## config.mk

```make
export PLATFORM = sky130hd
export DESIGN_NAME = lz11d_out_fifo_flat
export DESIGN_NICKNAME = d
export VERILOG_FILES = /design/src/rtl/lz11d_pkg.sv /design/src/rtl/lz11d_out_if.sv /design/src/rtl/lz11d_out_fifo.sv /design/src/flat_wrapper.sv
export SDC_FILE = /design/constraint.sdc
export NUM_CORES = 1
export LEC_CHECK = 0
export BUFFER_PORTS_ARGS = -buffer_cell sky130_fd_sc_hd__buf_4
export CORE_ASPECT_RATIO = 0.9
export CORE_MARGIN = 8
export CORE_UTILIZATION = 35
export CTS_CLUSTER_DIAMETER = 100
export DETAILED_ROUTE_END_ITERATION = 8
export PLACE_DENSITY = 0.67
export SLEW_MARGIN = 20
export SYNTH_ARGS = -nofsm -noshare
export SYNTH_HDL_FRONTEND = slang
export SYNTH_SLANG_ARGS = --single-unit
```

## constraint.sdc

```tcl
create_clock -name clk -period 2 [get_ports clk]
set_clock_uncertainty 0.2 [all_clocks]
set_input_delay 0.1 -clock clk [delete_from_list [all_inputs] [get_ports clk]]
set_output_delay 0.1 -clock clk [all_outputs]
set_load 0.01 [all_outputs]
```

## src/rtl/lz11d_pkg.sv

```systemverilog
// ----------------------------------------------------------------------------
// lz11d_pkg
// Types and constants shared by the LZ11-style stream decoder.
// ----------------------------------------------------------------------------
package lz11d_pkg;

  typedef enum logic [1:0] {
    PH_HEADER = 2'd0,
    PH_BODY   = 2'd1,
    PH_DONE   = 2'd2,
    PH_HALT   = 2'd3
  } phase_t;

  localparam logic [1:0] CMD_BYTE = 2'd0;
  localparam logic [1:0] CMD_PULL = 2'd1;
  localparam logic [1:0] CMD_END  = 2'd2;

  localparam logic [2:0] ST_DATA       = 3'd0;
  localparam logic [2:0] ST_BAD_HEADER = 3'd1;
  localparam logic [2:0] ST_BAD_REF    = 3'd2;
  localparam logic [2:0] ST_TRUNC      = 3'd3;
  localparam logic [2:0] ST_COMPLETE   = 3'd4;
  localparam logic [2:0] ST_ORDER      = 3'd5;

  localparam logic [7:0]  MAGIC          = 8'h19;
  localparam logic [3:0]  MODE_SHORT     = 4'd0;
  localparam logic [3:0]  MODE_LONG      = 4'd1;
  localparam logic [2:0]  NEED_SHORT     = 3'd3;
  localparam logic [2:0]  NEED_LONG      = 3'd4;
  localparam logic [2:0]  NEED_PLAIN     = 3'd2;
  localparam logic [16:0] LEN_BIAS_SHORT = 17'h00011;
  localparam logic [16:0] LEN_BIAS_LONG  = 17'h00111;
  localparam logic [23:0] SIZE_LIMIT_RST = 24'hFFFFFF;

  localparam int FIFO_DEPTH = 4;
  localparam int FIFO_AW    = 2;
  localparam int FIFO_CW    = 3;

  typedef struct packed {
    logic [7:0] out_byte;
    logic [2:0] status;
    logic       last;
  } res_t;

endpackage

```

## src/rtl/lz11d_out_if.sv

```systemverilog
// ----------------------------------------------------------------------------
// lz11d_out_if
// Result channel: decompressed byte, status and last with valid/ready.
// ----------------------------------------------------------------------------
interface lz11d_out_if;
  logic       valid;
  logic       ready;
  logic [7:0] out_byte;
  logic [2:0] status;
  logic       last;

  modport source (output valid, output out_byte, output status, output last, input ready);
  modport sink   (input valid, input out_byte, input status, input last, output ready);
endinterface

```

## src/rtl/lz11d_out_fifo.sv

```systemverilog
// ----------------------------------------------------------------------------
// lz11d_out_fifo
// Small result queue that decouples the decoder pipeline from the sink.
// ----------------------------------------------------------------------------
module lz11d_out_fifo
  import lz11d_pkg::*;
(
  input  logic               clk,
  input  logic               rst_n,
  input  logic               push,
  input  res_t               push_data,
  output logic [FIFO_CW-1:0] level,
  lz11d_out_if.source        out_ch
);

  res_t               store [FIFO_DEPTH];
  logic [FIFO_AW-1:0] wr_ptr_r;
  logic [FIFO_AW-1:0] rd_ptr_r;
  logic [FIFO_CW-1:0] count_r;
  logic               pop;

  assign pop          = out_ch.valid && out_ch.ready;
  assign out_ch.valid = (count_r != '0);
  assign out_ch.out_byte = store[rd_ptr_r].out_byte;
  assign out_ch.status   = store[rd_ptr_r].status;
  assign out_ch.last     = store[rd_ptr_r].last;
  assign level        = count_r;

  always_ff @(posedge clk) begin
    if (push) begin
      store[wr_ptr_r] <= push_data;
    end
  end

  always_ff @(posedge clk) begin
    if (!rst_n) begin
      wr_ptr_r <= '0;
      rd_ptr_r <= '0;
      count_r  <= '0;
    end else begin
      if (push) begin
        wr_ptr_r <= wr_ptr_r + FIFO_AW'(1);
      end
      if (pop) begin
        rd_ptr_r <= rd_ptr_r + FIFO_AW'(1);
      end
      case ({push, pop})
        2'b10:   count_r <= count_r + FIFO_CW'(1);
        2'b01:   count_r <= count_r - FIFO_CW'(1);
        default: count_r <= count_r;
      endcase
    end
  end

endmodule

```

## src/flat_wrapper.sv

```systemverilog
// flat-port wrapper written by rule: the top's interface ports become plain ports
module lz11d_out_fifo_flat import lz11d_pkg::*;
  (clk, rst_n, push, push_data, level, out_ch_valid, out_ch_out_byte, out_ch_status, out_ch_last, out_ch_ready);
  lz11d_out_if out_ch_i ();
  input  logic clk;
  input  logic rst_n;
  input  logic push;
  input  res_t push_data;
  output logic [FIFO_CW-1:0] level;
  output wire logic [$bits(out_ch_i.valid)-1:0] out_ch_valid;
  output wire logic [$bits(out_ch_i.out_byte)-1:0] out_ch_out_byte;
  output wire logic [$bits(out_ch_i.status)-1:0] out_ch_status;
  output wire logic [$bits(out_ch_i.last)-1:0] out_ch_last;
  input wire logic [$bits(out_ch_i.ready)-1:0] out_ch_ready;
  assign out_ch_valid = out_ch_i.valid;
  assign out_ch_out_byte = out_ch_i.out_byte;
  assign out_ch_status = out_ch_i.status;
  assign out_ch_last = out_ch_i.last;
  assign out_ch_i.ready = out_ch_ready;
  lz11d_out_fifo u_core (.clk(clk), .rst_n(rst_n), .push(push), .push_data(push_data), .level(level), .out_ch(out_ch_i));
endmodule
```

==> results of run 1 <==
==> per-stage QoR <==
step	power [uW]	TNS [ns]	cells	utilization (%)	hold slack, ns
after floorplan	1920	0	108	-	-0.00113
after global placement	2230	0	230	42.2	0.0995
after detailed placement	2270	-0.0549	230	42.2	0.105
after CTS	3590	0	262	48.6	0.00990
after global routing	3720	-0.0176	262	48.7	0.0566
final	3560	0	262	48.7	0.0261
==> path summary, 6_finish.rpt <==
path | endpoint | slack (ns) | depth (start not counted)
max | u_core.level[1]$_SDFFE_PN0P_ | 0.05 | 6
min | u_core.rd_ptr_r[1]$_SDFFE_PN0P_ | 0.03 | 4
max reg2reg | u_core.level[1]$_SDFFE_PN0P_ | 0.05 | 6
min reg2reg | u_core.wr_ptr_r[1]$_SDFFE_PN0P_ | 0.37 | 2
==> flip-flops by register name, summed over array words and instances (netlist names), named ones only <==
name and cells:
u_core.level 3, u_core.rd_ptr_r 2, u_core.store 48, u_core.wr_ptr_r 2
==> cell type report <==
class                   instances  area [um2]
fillers                       506        3140
flip-flops and latches         57        1630
multi-input cells              43         547
repair buffers                 53         437
clock buffers                  10         128
well taps                      87         109
clock inverters                 6         106
inverters                       6        22.5
==> cell usage after synthesis <==
cell,instances
fa_1,1
dfxtp_1,9
mux4_1,2
o31a_1,1
inv_1,6
nand2_1,1
and2_1,8
o21ai_0,2
xnor2_1,3
edfxtp_1,48
mux2i_1,1
mux4_2,10
a21boi_0,1
buf_6,1
xor2_1,2
ha_1,5
or3_1,2
buf_2,1
o311ai_2,1
nor2b_1,3
==> critical path, cell delays in order (launching register included) <==
cell     delay (ns)
dfxtp_2        0.32
o31a_1         0.31
ha_2           0.19
inv_1          0.07
fa_2           0.45
o21ai_0        0.20
and2_1         0.15
==> timing repair <==
item                                    in CTS  in global routing
endpoints found under the setup margin       1                  3
pin swaps                                    2                  2
resized for setup                            2                  2
endpoints found under the hold margin       57                  0
setup buffers                                2                  0
hold buffers                                14                  0
==> cell families after synthesis <==
group,share of synthesized area (%)
xor+xnor,1.99
fa+ha+maj,3.75
buf+inv,1.76
simple gates,3.86
flops,73.6
mux,13.1
compound gates,1.93
==> metal layers <==
layer  track usage [%]  part of all wire [%]
met5                 0                     0
met4              6.42                   2.6
met3              4.04                   7.0
met2              16.4                    50
met1              9.99                    40
==> where the power goes <==
group / switching, uW / total (uW) / internal [uW]
combinational: 379 / 856 / 477
clock: 444 / 1260 / 821
sequential: 44.0 / 1440 / 1390
==> run metrics, run 1 <==
pre-CTS WS -0.0549 ns; H-tree Lvls 3; Worst Slack Setup Final around 0.053 ns; DRC violations left 0; largest net degree at the start of global routing 13; dpl cell area about 2600 um2; DP HPWL 2660 um; design area 2980 um2; vias per cell about 4.4; vias post-DR 1143; Tmin final a little under 2 ns; Die Ht between 90 and 100 um; Critical Path AT a little over 2 ns; PortBufs 31; Power Dens Cells 1200 nW/um2; worst-skew pair later-pin latency around 0.33 ns; max_cap viols 0; Fmax approximately 0.51 GHz; first-pass GRT wire length 6510 um; Num CTS Buffers 9; mean routed wirelength per cell between 15 and 20 um; WP data required 2.08 ns; worst-path fanout max 2; most common cell after layout, fill and taps aside edfxtp_1; Antenna Nets Post-Route 0; core area between 6000 and 7000 um2; Slew HR 55.0%; First-pass DRT Iterations 4; initial antenna violation count 0; min-delay src out_ch_ready; CTS max path bufs 2; Yosys reg bits 57; CTS tree done; Syn Nets 130; YS warnings 0; synth top area cells edfxtp_1 (65%), mux4_2 (10%), dfxtp_1 (8.2%); startpoint types flip-flop; Final nets 192; RSZ-0062 raised after global routing yes; nature of the critical path endpoint flip-flop; GPL Wtd Cong slightly below 0.7; Top Ports 32; largest area contributor in the netlist edfxtp_1; clk slew on worst S/H paths roughly 0.070 ns; Max VDD drop 665 uV; synthesized area per cell roughly 20 um2; Hold Fails Final Rpt 0; WL final just over 4000 um; post-synthesis sequential area ratio about three quarters; layout cells sized above 1 between 30% and 40%; Worst Setup SP u_core.level[2]$_SDFFE_PN0P_; # diodes 0; die width approximately 100 um; gr usage total under 10%; clk root buf clkbuf_8; global route overflow 0; Initial Util ~36%; Final setup viols 0; post-synthesis cell count 108; Initial DRC Count 39; Synth Cell Area between 2000 and 2500 um2; Hold Path Class primary input to flip-flop; FF-to-FF Start u_core.level[2]$_SDFFE_PN0P_; fin. max-slew vios 0; commonest non-fill, non-tap cells in the layout edfxtp_1 (48), buf_4 (38), dlygate4sd3_1 (14); synth unique cells 20; synth-to-layout area growth 35.2%; leak pwr 0.00107 uW; status finished, final reports clean; CTS sink count 57; post-synth top area share 65.5%; vias in the first global route 1343; fin crit share 97.4%; Setup CP Type flip-flop to flip-flop; FP Rows 27; measured slew at the worst slew-check pin 0.675 ns; die area a little over 9000 um2
Power figures use the tool's default switching activity.
==> run 2: changes to the inputs <==
--- a/config.mk
+++ b/config.mk
@@ -11,7 +11,7 @@
 export CORE_UTILIZATION = 35
 export CTS_CLUSTER_DIAMETER = 100
 export DETAILED_ROUTE_END_ITERATION = 8
-export PLACE_DENSITY = 0.67
+export PLACE_DENSITY_LB_ADDON = 0.3
 export SLEW_MARGIN = 20
 export SYNTH_ARGS = -nofsm -noshare
 export SYNTH_HDL_FRONTEND = slang
==> run metrics, run 2 (synthesized netlist as in run 1, its figures left out) <==
status finished, final reports clean; die area 9090 um2 (unchanged); CP Cell Sequence o31a_1 -> ha_2 -> inv_1 -> fa_2 -> xor2_1 -> or3_1 -> a21boi_1; WHS 0.0427 ns (+0.0166 ns); synth-to-layout area growth 34.6%; Max VDD drop 497 uV (-25%); initial antenna violation count 0 (unchanged); Initial DRC Count 35 (-10%); Largest register FFs 48 (unchanged); DP HPWL 2660 um (about the same); PortBufs 31 (unchanged); CTS tree done; Fmax 0.502 GHz (-2.1%); Hold Fails Final Rpt 0 (unchanged); CP bufs+invs 1 (unchanged); Power Dens Cells 1160 nW/um2 (-3.3%); hold depth 4 (unchanged); Slew HR 54.2% (-0.74 points); layout cells sized above 1 40.7% (+1.2 points); startpoint types flip-flop; Final setup viols 0 (unchanged); Initial Util 36.0% (unchanged); largest register by flop count u_core.store; H-tree Lvls 3 (unchanged); global route overflow 0 (unchanged); nature of the critical path endpoint flip-flop; crit-path max cell delay 0.34 ns (-0.11 ns); worst reg-to-reg path cell count 7 (+1); CTS sink count 57 (unchanged); largest net degree at the start of global routing 13 (unchanged); Hold Path Class primary input to flip-flop; clk root buf clkbuf_8; # diodes 0 (unchanged); FP Rows 27 (unchanged); measured slew at the worst slew-check pin 0.686 ns (+0.0111 ns); core area 6110 um2 (unchanged); worst-path fanout max 2 (unchanged); Num CTS Buffers 9 (unchanged); Antenna Nets Post-Route 0 (unchanged); most common cell after layout, fill and taps aside edfxtp_1; CTS max path bufs 2 (unchanged); final core occ 48.5% (-0.20 points); GPL Wtd Cong 0.773 (+14%); mean routed wirelength per cell 15.4 um (-0.86%); gr usage total 9.89% (+0.061 points); CP max-delay cell dfxtp_4; Die Ht 91.3 um (unchanged); First-pass DRT Iterations 4 (unchanged); clk slew on worst S/H paths 0.06 ns (about the same); Tmin final 1.99 ns (+0.0428 ns); DRC violations left 0 (unchanged); vias in the first global route 1359 (+1.2%); RSZ-0062 raised after global routing yes; Critical Path AT 2.05 ns (+0.02 ns); leak pwr 0.00107 uW (about the same); vias per cell 4.45 (+1.9%); max_cap viols 0 (unchanged); first-pass GRT wire length 6620 um (+1.7%); die width 99.6 um (unchanged); commonest non-fill, non-tap cells in the layout edfxtp_1 (48), buf_4 (41), dlygate4sd3_1 (14); fill count 525 (+3.8%); WP data required 2.06 ns (-0.02 ns); vias post-DR 1174 (+2.7%); Final nets 194 (+1.0%); fin crit share 99.5% (+2.1 points); worst-skew pair later-pin latency 0.32 ns (about the same); critical path depth 7 (+1); WL final 4060 um (about the same); fin. max-slew vios 0 (unchanged); Setup CP Type flip-flop to flip-flop; Crit path max-delay family adder cells; Top Ports 32 (unchanged)
## run 2: repair_timing
action	in CTS	in global routing
resized for setup	4	0
setup endpoints to repair	2	1
buffers inserted	2	1
hold buffers	14	0
pin swaps	2	3
gates cloned	0	0
endpoints found under the hold margin	57	0
## run 2: area by class of cell
cell class	instances	area [um2]	area share, %
clock buffer	9	124	4.18
inverter	6	22.5	0.760
sequential	57	1630	55.0
multi-input combinational	43	547	18.4
timing repair buffer	55	448	15.1
clock inverter	7	85.1	2.87
tap	87	109	3.67
## run 2: routing by layer
| layer | part of all wire [%] | track usage (%) | vias up |
|---|---|---|---|
| met5 | 0 | 0 | - |
| met4 | 0.42 | 4.91 | 0 |
| li1 | - | - | 548 |
| met1 | 41 | 9.79 | 592 |
| met3 | 6.3 | 5.42 | 2 |
| met2 | 52 | 16.5 | 32 |
## run 2: final timing paths
kind | start | to | slack [ns]
worst max-delay path | u_core.level[0]$_SDFFE_PN0P_ | u_core.level[2]$_SDFFE_PN0P_ | 0.01
worst min-delay path | out_ch_ready | u_core.rd_ptr_r[1]$_SDFFE_PN0P_ | 0.04
worst max register to register | u_core.level[0]$_SDFFE_PN0P_ | u_core.level[2]$_SDFFE_PN0P_ | 0.01
worst min register to register | u_core.wr_ptr_r[1]$_SDFFE_PN0P_ | u_core.wr_ptr_r[1]$_SDFFE_PN0P_ | 0.37
## run 2: tightest hold or removal path, stage by stage
cell      delay [ns]
buf_4           0.12
o311ai_2        0.08
xnor2_1         0.06
and2_1          0.16
## run 2: report_power, final
part	internal, uW	switching (uW)	total [uW]	leakage, uW
clock	687	427	1110	0.000104
combinational	489	382	871	0.000449
sequential	1400	45.7	1440	0.000516
## run 2: metrics by stage
step / setup slack (ns) / power, uW / setup TNS (ns) / instance area, um2 / std cells
floorplan: 0.00643 / 1920 / 0 / 2210 / 108
global placement: 0.0542 / 2240 / 0 / 2590 / 231
detailed placement: -0.0773 / 2290 / -0.0773 / 2590 / 231
CTS: 0.0390 / 3460 / 0 / 2960 / 263
global route: -0.0537 / 3600 / -0.0537 / 2960 / 264
finish: 0.00985 / 3430 / 0 / 2960 / 264
